$ cat src/utf8_stream_validator_unit_assert.svh
// Assertion macros shared by the UTF-8 validator RTL
`ifndef UTF8_STREAM_VALIDATOR_UNIT_ASSERT_SVH
`define UTF8_STREAM_VALIDATOR_UNIT_ASSERT_SVH
`ifndef SYNTHESIS
// Same-cycle implication, disabled while reset is low
`define U8V_ASSERT_IMP(label, clk, rst_n, ante, cons) \
  label: assert property (@(posedge clk) disable iff (!rst_n) (ante) |-> (cons)) \
    else $error("u8v assertion failed");
// Next-cycle implication, disabled while reset is low
`define U8V_ASSERT_NXT(label, clk, rst_n, ante, cons) \
  label: assert property (@(posedge clk) disable iff (!rst_n) (ante) |=> (cons)) \
    else $error("u8v assertion failed");
`else
`define U8V_ASSERT_IMP(label, clk, rst_n, ante, cons)
`define U8V_ASSERT_NXT(label, clk, rst_n, ante, cons)
`endif
`endif

$ cat src/u8v_pkg.sv
// Types and constants for the UTF-8 stream validator
`default_nettype none
package u8v_pkg;

  // Byte range boundaries of the strict UTF-8 lead and continuation sets
  localparam logic [7:0] ASCII_MAX   = 8'h7F;
  localparam logic [7:0] CONT_MIN    = 8'h80;
  localparam logic [7:0] CONT_8F     = 8'h8F;
  localparam logic [7:0] CONT_90     = 8'h90;
  localparam logic [7:0] CONT_9F     = 8'h9F;
  localparam logic [7:0] CONT_A0     = 8'hA0;
  localparam logic [7:0] CONT_MAX    = 8'hBF;
  localparam logic [7:0] LEAD2_MIN   = 8'hC2;
  localparam logic [7:0] LEAD2_MAX   = 8'hDF;
  localparam logic [7:0] LEAD_E0     = 8'hE0;
  localparam logic [7:0] LEAD_ED     = 8'hED;
  localparam logic [7:0] LEAD3_MAX   = 8'hEF;
  localparam logic [7:0] LEAD_F0     = 8'hF0;
  localparam logic [7:0] LEAD_F4     = 8'hF4;

  // Byte class computed by the front end
  typedef enum logic [3:0] {
    CLS_ASCII,    // 00..7F
    CLS_C80_8F,   // continuation 80..8F
    CLS_C90_9F,   // continuation 90..9F
    CLS_CA0_BF,   // continuation A0..BF
    CLS_LEAD2,    // C2..DF
    CLS_E0,
    CLS_LEAD3,    // E1..EC, EE..EF
    CLS_ED,
    CLS_F0,
    CLS_LEAD4,    // F1..F3
    CLS_F4,
    CLS_BAD       // C0, C1, F5..FF
  } byte_cls_t;

  // Decoder states
  typedef enum logic [3:0] {
    ST_START,
    ST_NEED1,
    ST_NEED2,
    ST_NEED3,
    ST_AFT_E0,
    ST_AFT_ED,
    ST_AFT_F0,
    ST_AFT_F4,
    ST_ERROR
  } u8v_state_t;

  typedef struct packed {
    logic [7:0] data_byte;
    logic       stream_end;
  } in_item_t;

  typedef struct packed {
    logic well_formed;
    logic malformed;
    logic end_marker;
  } out_item_t;

  // Entry of the queue between front and back
  typedef struct packed {
    byte_cls_t cls;
    logic      stream_end;
  } q_item_t;

  // Push or pop side of the queue
  typedef struct packed {
    logic    valid;
    q_item_t item;
  } q_side_t;

endpackage
`default_nettype wire

$ cat src/u8v_front.sv
// Front end: accepts bytes and classifies them into byte classes
`default_nettype none
module u8v_front (
  input  wire  u8v_pkg::in_item_t in_data,
  input  wire  logic              in_valid,
  input  wire  logic              q_full,
  output logic                    in_stall,
  output u8v_pkg::q_side_t        push
);
  import u8v_pkg::*;

  logic [7:0] b;
  byte_cls_t  cls;

  assign b = in_data.data_byte;

  // Range decode of the byte
  always_comb begin
    if (b <= ASCII_MAX) begin
      cls = CLS_ASCII;
    end else if (b <= CONT_8F) begin
      cls = CLS_C80_8F;
    end else if (b <= CONT_9F) begin
      cls = CLS_C90_9F;
    end else if (b <= CONT_MAX) begin
      cls = CLS_CA0_BF;
    end else if (b >= LEAD2_MIN && b <= LEAD2_MAX) begin
      cls = CLS_LEAD2;
    end else if (b == LEAD_E0) begin
      cls = CLS_E0;
    end else if (b == LEAD_ED) begin
      cls = CLS_ED;
    end else if (b > LEAD_E0 && b <= LEAD3_MAX) begin
      cls = CLS_LEAD3;
    end else if (b == LEAD_F0) begin
      cls = CLS_F0;
    end else if (b > LEAD_F0 && b < LEAD_F4) begin
      cls = CLS_LEAD4;
    end else if (b == LEAD_F4) begin
      cls = CLS_F4;
    end else begin
      cls = CLS_BAD;
    end
  end

  // Transfer into the queue whenever it has room
  assign in_stall             = q_full;
  assign push.valid           = in_valid && !q_full;
  assign push.item.cls        = cls;
  assign push.item.stream_end = in_data.stream_end;

endmodule
`default_nettype wire

$ cat src/u8v_queue.sv
// Short queue of classified bytes between front and back
`default_nettype none
`include "utf8_stream_validator_unit_assert.svh"
module u8v_queue #(
  parameter int DEPTH = 4
) (
  input  wire  logic             clk,
  input  wire  logic             rst_n,
  input  wire  u8v_pkg::q_side_t push,
  input  wire  logic             pop,
  output logic                   full,
  output u8v_pkg::q_side_t       head
);
  import u8v_pkg::*;

  localparam int PW = (DEPTH > 1) ? $clog2(DEPTH) : 1;
  localparam int CW = $clog2(DEPTH + 1);

  q_item_t       mem_r [DEPTH];
  logic [PW-1:0] wr_ptr_r, wr_ptr_nxt;
  logic [PW-1:0] rd_ptr_r, rd_ptr_nxt;
  logic [CW-1:0] count_r, count_nxt;
  logic          do_pop;

  assign full       = (count_r == CW'(DEPTH));
  assign head.valid = (count_r != '0);
  assign head.item  = mem_r[rd_ptr_r];
  assign do_pop     = pop && head.valid;

  // Pointer and fill count update
  always_comb begin
    wr_ptr_nxt = wr_ptr_r;
    rd_ptr_nxt = rd_ptr_r;
    count_nxt  = count_r;
    if (push.valid) begin
      wr_ptr_nxt = (wr_ptr_r == PW'(DEPTH - 1)) ? '0 : wr_ptr_r + 1'b1;
    end
    if (do_pop) begin
      rd_ptr_nxt = (rd_ptr_r == PW'(DEPTH - 1)) ? '0 : rd_ptr_r + 1'b1;
    end
    if (push.valid && !do_pop) begin
      count_nxt = count_r + 1'b1;
    end else if (!push.valid && do_pop) begin
      count_nxt = count_r - 1'b1;
    end
  end

  always_ff @(posedge clk) begin
    if (!rst_n) begin
      wr_ptr_r <= '0;
      rd_ptr_r <= '0;
      count_r  <= '0;
    end else begin
      wr_ptr_r <= wr_ptr_nxt;
      rd_ptr_r <= rd_ptr_nxt;
      count_r  <= count_nxt;
    end
  end

  // Storage, no reset needed
  always_ff @(posedge clk) begin
    if (push.valid) begin
      mem_r[wr_ptr_r] <= push.item;
    end
  end

  `U8V_ASSERT_IMP(a_count_bound, clk, rst_n, 1'b1, count_r <= CW'(DEPTH))
  `U8V_ASSERT_IMP(a_no_push_full, clk, rst_n, full, !push.valid)
  `U8V_ASSERT_NXT(a_count_up, clk, rst_n, push.valid && !do_pop, count_r == $past(count_r) + 1'b1)

endmodule
`default_nettype wire

$ cat src/u8v_back.sv
// Back end: DFA over byte classes and the result register
`default_nettype none
`include "utf8_stream_validator_unit_assert.svh"
module u8v_back (
  input  wire  logic             clk,
  input  wire  logic             rst_n,
  input  wire  u8v_pkg::q_side_t head,
  output logic                   pop,
  input  wire  logic             out_stall,
  output logic                   out_valid,
  output u8v_pkg::out_item_t     out_data
);
  import u8v_pkg::*;

  u8v_state_t state_r, state_nxt;
  u8v_state_t adv;
  logic       out_valid_r, out_valid_nxt;
  out_item_t  out_data_r, out_data_nxt;
  logic       is_cont;

  // Take the next entry when the result register is free or being taken
  assign pop = head.valid && (!out_valid_r || !out_stall);

  assign is_cont = (head.item.cls == CLS_C80_8F) || (head.item.cls == CLS_C90_9F) ||
                   (head.item.cls == CLS_CA0_BF);

  // DFA transition for the head entry
  always_comb begin
    case (state_r)
      ST_START: begin
        case (head.item.cls)
          CLS_ASCII: adv = ST_START;
          CLS_LEAD2: adv = ST_NEED1;
          CLS_E0:    adv = ST_AFT_E0;
          CLS_LEAD3: adv = ST_NEED2;
          CLS_ED:    adv = ST_AFT_ED;
          CLS_F0:    adv = ST_AFT_F0;
          CLS_LEAD4: adv = ST_NEED3;
          CLS_F4:    adv = ST_AFT_F4;
          default:   adv = ST_ERROR;
        endcase
      end
      ST_NEED1:  adv = is_cont ? ST_START : ST_ERROR;
      ST_NEED2:  adv = is_cont ? ST_NEED1 : ST_ERROR;
      ST_NEED3:  adv = is_cont ? ST_NEED2 : ST_ERROR;
      // E0 rules out overlongs: A0..BF only
      ST_AFT_E0: adv = (head.item.cls == CLS_CA0_BF) ? ST_NEED1 : ST_ERROR;
      // ED rules out surrogates: 80..9F only
      ST_AFT_ED: adv = (head.item.cls == CLS_C80_8F || head.item.cls == CLS_C90_9F)
                       ? ST_NEED1 : ST_ERROR;
      // F0 rules out overlongs: 90..BF only
      ST_AFT_F0: adv = (head.item.cls == CLS_C90_9F || head.item.cls == CLS_CA0_BF)
                       ? ST_NEED2 : ST_ERROR;
      // F4 caps at U+10FFFF: 80..8F only
      ST_AFT_F4: adv = (head.item.cls == CLS_C80_8F) ? ST_NEED2 : ST_ERROR;
      default:   adv = ST_ERROR;
    endcase
  end

  // Next state and result register
  always_comb begin
    state_nxt     = state_r;
    out_data_nxt  = out_data_r;
    out_valid_nxt = out_valid_r && out_stall;
    if (pop) begin
      state_nxt                = head.item.stream_end ? ST_START : adv;
      out_data_nxt.well_formed = (adv == ST_START);
      out_data_nxt.malformed   = (adv == ST_ERROR);
      out_data_nxt.end_marker  = head.item.stream_end;
      out_valid_nxt            = 1'b1;
    end
  end

  always_ff @(posedge clk) begin
    if (!rst_n) begin
      state_r     <= ST_START;
      out_valid_r <= 1'b0;
    end else begin
      state_r     <= state_nxt;
      out_valid_r <= out_valid_nxt;
    end
  end

  always_ff @(posedge clk) begin
    out_data_r <= out_data_nxt;
  end

  assign out_valid = out_valid_r;
  assign out_data  = out_data_r;

  `U8V_ASSERT_IMP(a_flags_excl, clk, rst_n, out_valid_r, !(out_data_r.well_formed && out_data_r.malformed))
  `U8V_ASSERT_NXT(a_err_sticky, clk, rst_n, pop && state_r == ST_ERROR && !head.item.stream_end, state_r == ST_ERROR)
  `U8V_ASSERT_NXT(a_end_restart, clk, rst_n, pop && head.item.stream_end, state_r == ST_START && out_data_r.end_marker)

endmodule
`default_nettype wire

$ cat src/utf8_stream_validator_unit.sv
// Top level of the UTF-8 stream validator
// UTF-8 well-formedness checker: takes one byte per cycle unless stalled and gives one result
// per byte (well_formed, malformed, end_marker). A transferred byte is classified and written
// to a queue of QUEUE_DEPTH entries; the decoder takes one entry per cycle while the result
// register is free or being taken and registers the result, so a result passes through the
// queue storage and then the result register before it is presented. The decoder updates its
// state once per entry, which sets the rate at one byte per cycle; in_stall rises only when the
// queue is full because the result side has been stalling. A byte with stream_end set returns
// the decoder to its start state after its own result, so the next byte opens a new stream.
`default_nettype none
module utf8_stream_validator_unit #(
  parameter int QUEUE_DEPTH = 4
) (
  input  wire  logic                clk,
  input  wire  logic                rst_n,
  input  wire  logic                in_valid,
  output logic                      in_stall,
  input  wire  u8v_pkg::in_item_t   in_data,
  output logic                      out_valid,
  input  wire  logic                out_stall,
  output u8v_pkg::out_item_t        out_data
);
  import u8v_pkg::*;

  q_side_t push;
  q_side_t head;
  logic    q_full;
  logic    pop;

  // Classification side
  u8v_front u_front (
    .in_data  (in_data),
    .in_valid (in_valid),
    .q_full   (q_full),
    .in_stall (in_stall),
    .push     (push)
  );

  // Decoupling queue
  u8v_queue #(
    .DEPTH (QUEUE_DEPTH)
  ) u_queue (
    .clk   (clk),
    .rst_n (rst_n),
    .push  (push),
    .pop   (pop),
    .full  (q_full),
    .head  (head)
  );

  // Decoder side
  u8v_back u_back (
    .clk       (clk),
    .rst_n     (rst_n),
    .head      (head),
    .pop       (pop),
    .out_stall (out_stall),
    .out_valid (out_valid),
    .out_data  (out_data)
  );

endmodule
`default_nettype wire
$ cat config.mk
export PLATFORM = sky130hd
export DESIGN_NAME = utf8_stream_validator_unit
export DESIGN_NICKNAME = d
export VERILOG_FILES = /design/src/u8v_pkg.sv /design/src/u8v_front.sv /design/src/u8v_queue.sv /design/src/u8v_back.sv /design/src/utf8_stream_validator_unit.sv
export VERILOG_INCLUDE_DIRS = /design/src /design/src/src
export SDC_FILE = /design/constraint.sdc
export NUM_CORES = 1
export LEC_CHECK = 0
export BUFFER_PORTS_ARGS = -buffer_cell sky130_fd_sc_hd__buf_2
export CELL_PAD_IN_SITES_DETAIL_PLACEMENT = 1
export CELL_PAD_IN_SITES_GLOBAL_PLACEMENT = 2
export CORE_UTILIZATION = 40
export CTS_CLUSTER_DIAMETER = 120
export DETAILED_ROUTE_END_ITERATION = 10
export PLACE_DENSITY_LB_ADDON = 0.1
export SYNTH_ARGS = -nofsm -noshare
export SYNTH_HDL_FRONTEND = slang
export SYNTH_HIERARCHICAL = 1
export SYNTH_SLANG_ARGS = --single-unit
export TNS_END_PERCENT = 10
$ cat constraint.sdc
create_clock -name clk -period 7.22 [get_ports clk]
set_input_delay 1.083 -clock clk [delete_from_list [all_inputs] [get_ports clk]]
set_output_delay 1.083 -clock clk [all_outputs]
set_load 0.01 [all_outputs]
==> flow_summary_export.csv <==
group,metric,value,unit
critical_path,critPathMaxStageDelay,370,ps
logic_synthesis,synth_cell_types,51,
final_layout,nets,206,
logic_synthesis,synth_warnings,6,
timing,timing.fmax,361,MHz
critical_path,crit_fanout,7,
logic_synthesis,synth_ff_type,"edfxtp_1",
logic_synthesis,synth-edff-count,23,
logic_synthesis,synth_top_area_cell,"edfxtp_1",
routing,wl_per_cell,15.3,um
place,numPortBuffers,17,
routing,ant_nets,0,
logic_synthesis,syn-num-nets,188,
logic_synthesis,synth_top_area_share,35.3,%
logic_synthesis,synthCells,164,
critical_path,startpoint_type,"input pin",
logic_synthesis,synth.area.top_cells,"edfxtp_1 (35%), dfxtp_1 (14%), ha_1 (6.4%)",
place,dp_hpwl,3040,um
clock_tree,cts_root_buf,"clkbuf_8",
pwr,p_leak,0.825,nW
clock_tree,cts_setup_buffers,0,
timing,worst_slew_pin_slew,535,ps
place,place.gp.congestion,0.784,
clock_tree,cts_made_buffers,5,
critical_path,worstSetupPathType,"input pin to register",
final_layout,fillers,514,
grt,grt_max_degree,16,
timing,grt_setup_unrepaired,"no",
hold_path,hold_path_depth,2,
critical_path,cpLargestDelayFamily,"adder cells",
routing,drt_wl_total,3820,um
floorplan,rows,25,
floorplan,die_h,71.9,um
final_layout,syn2layout_area_growth,11.4,%
timing,final-hold-violation-count,0,
critical_path,required,7430,ps
grt,gr-usage-all-layers,16.8,%
timing,timing.final.max_slew_violations,0,
logic_synthesis,ys_ff_latch,37,
grt,grt_pass1_vias,1406,
grt,antenna_found_initial,0,
clock_tree,clock_latency,280,ps
critical_path,rr_endpoint,"u_queue/count_r[2]",
timing,setup-tns-final,0,ps
final_layout,final_layout_size_suffix_gt1_share,19.7,%
floorplan,pin_count,18,
routing,avgViaCountPerCell,5.38,
logic_synthesis,syn-mean-instance-area,11.9,sq um
critical_path,ff2ff_setup_slack,4480,ps
floorplan,core_area,0.00472,sq mm
critical_path,crit_buf_inv,3,
timing,period_needed,2770,ps
floorplan,dieArea,0.00518,sq mm
floorplan,die_w,71.9,um
final_layout,n_antenna_cell,0,
clock_tree,cts_max_level,2,
critical_path,crit_chain,"buf_2 -> a21bo_2 -> inv_1 -> o31ai_4 -> ha_1 -> inv_1 -> fa_1 -> xor2_1 -> or3_1 -> a21boi_1",
final_layout,final_util,46.2,%
critical_path,critPathMostFrequentCell,"inv_1",
hold_path,worstHoldStart,"u_queue/rd_ptr_r[1]",
hold_path,hold_class,"register to register",
timing,skew,8.02,ps
critical_path,worstPathArrival,2980,ps
logic_synthesis,synthMostInstantiatedCell,"edfxtp_1",
timing,setup_viol,0,
timing,relSlewSlack,64.0,%
routing,first_iter_violations,56,
logic_synthesis,netlist_top_cells_count,"edfxtp_1 (23), dfxtp_1 (14), ha_1 (10), inv_1 (9), nor2_1 (9)",
routing,dr.pass1.iters,4,
routing,vias,1344,
logic_synthesis,synth_sequential_area_ratio,49.6,%
critical_path,endpoint_kind,"register",
critical_path,r2r_cells,10,
hold_path,holdPathEnd,"u_queue/rd_ptr_r[1]",
timing,fin_crit_sh,38.4,%
timing,worst_slack,4450,ps
clock_tree,clk_pin_slew,70,ps
routing,drc_errors,0,
clock_tree,clkSinkCount,37,
grt,grt_pass1_wl,6640,um
clock_tree,cts_hold_buffers,0,
run,max_cap_viol_count,0,
floorplan,initial_core_util,41.4,%
clock_tree,cts_tree,"done",
critical_path,cp_slowest_cell,"fa_1",
clock_tree,clock_path_buffers,2,
place,dp_worst_setup_slack,4160,ps
clock_tree,cts_resized,0,
critical_path,rr_startpoint,"u_queue/count_r[0]",
logic_synthesis,synth.cell_area,0.00196,sq mm
run_status,status,"finished, final reports clean",
logic_synthesis,async_reset_ff_share,0,%
grt,overflow,0,
pwr,peakVddDrop,0.136,mV
pwr,pwr_density_cell,393,mW/mm^2
-- report_power, final --
part | leakage [nW] | total (mW) | switching (mW) | internal [mW]
clock network | 0.0542 | 0.153 | 0.0673 | 0.0862
logic | 0.439 | 0.375 | 0.206 | 0.169
registers | 0.331 | 0.329 | 0.0465 | 0.282
total | 0.825 | 0.857 | 0.320 | 0.537
-- area by class of cell --
cell class	instances	area, sq um	area share (%)
tap	67	83.8	3.84
clock buffer	7	96.3	4.42
inverter	9	33.8	1.55
clock inverter	1	5.00	0.229
sequential	37	971	44.5
timing repair buffer	17	85.1	3.90
multi-input combinational	112	906	41.5
-- registers in the layout, summed over array words and instances (netlist names), named ones only --
| signal | count |
|---|---|
| u_queue/mem_r | 20 |
| u_queue/count_r | 3 |
| u_queue/wr_ptr_r | 2 |
| u_queue/rd_ptr_r | 2 |
| u_back/state_r | 4 |
| u_back/out_data | 3 |
| u_back/out_valid | 1 |
-- cell usage in the layout (no fill, tap or decap), types with 2 or more instances in the layout --
| master | synthesis | routed |
|---|---|---|
| clkbuf_8 | 0 | 7 |
| inv_1 | 9 | 9 |
| nor2b_1 | 6 | 6 |
| and2_1 | 5 | 5 |
| or2b_1 | 2 | 2 |
| buf_2 | 1 | 17 |
| o31ai_1 | 2 | 2 |
| ha_1 | 10 | 10 |
| o211ai_1 | 2 | 2 |
| nor2_1 | 9 | 9 |
| o21ai_0 | 5 | 5 |
| nand3_1 | 5 | 5 |
| a21oi_1 | 3 | 3 |
| nor3_1 | 3 | 3 |
| nor4_1 | 3 | 3 |
| edfxtp_1 | 23 | 23 |
| a32oi_1 | 2 | 2 |
| nand2_1 | 8 | 8 |
| o22ai_1 | 4 | 4 |
| mux2i_1 | 3 | 3 |
| dfxtp_1 | 14 | 14 |
| mux4_2 | 5 | 5 |
| o211a_1 | 2 | 2 |
| or3_1 | 4 | 4 |
| nor3b_1 | 4 | 4 |
| or4_1 | 2 | 2 |
-- how the worst max path moves through the flow --
stage                                  start                 end  slack, ps  cells past startpoint
final                              out_stall  u_queue/count_r[2]       4450                     10
after global routing      u_queue/count_r[0]  u_queue/count_r[2]       4290                     10
after CTS                          out_stall  u_queue/count_r[2]       4450                     10
after detailed placement           out_stall  u_queue/count_r[2]       4160                     10
after global placement             out_stall  u_queue/count_r[2]       4310                     10
after floorplan                    out_stall  u_queue/count_r[2]       4480                      9
-- per-stage QoR --
| step | cells | total power [mW] | hold WS (ps) | cell area, sq um |
|---|---|---|---|---|
| 4_1_cts | 250 | 0.867 | 540 | 2180 |
| 3_3_place_gp | 242 | 0.691 | 512 | 2080 |
| 3_5_place_dp | 242 | 0.711 | 527 | 2080 |
| 5_1_grt | 250 | 0.931 | 582 | 2180 |
| 2_1_floorplan | 164 | 0.628 | 469 | 1960 |
| 6_report | 250 | 0.857 | 532 | 2180 |
-- worst reg2reg max path, cell delays in order (launching register included) --
cell,delay (ps)
dfxtp_1,390
or3_1,390
a21bo_2,280
inv_1,160
o31ai_4,110
ha_1,250
inv_1,70
fa_1,370
xor2_1,180
or3_1,310
a21boi_1,160
-- per-layer routing --
metal | track usage (%) | vias to the layer above | wire, um
li1 | - | 656 | -
met1 | 20.1 | 667 | 1680
met2 | 29.7 | 17 | 2020
met3 | 4.17 | 4 | 88
met4 | 5.23 | 0 | 30
met5 | 0 | - | 0
-- cell families after synthesis --
kind of cell	after synthesis	synth area share [%]
compound gates	34	13.9
xor+xnor	2	0.895
fa+ha+maj	11	7.42
buf+inv	15	4.09
flops	37	49.6
mux	8	7.29
simple gates	57	16.8
No activity file was read; power rests on OpenSTA's default activity.
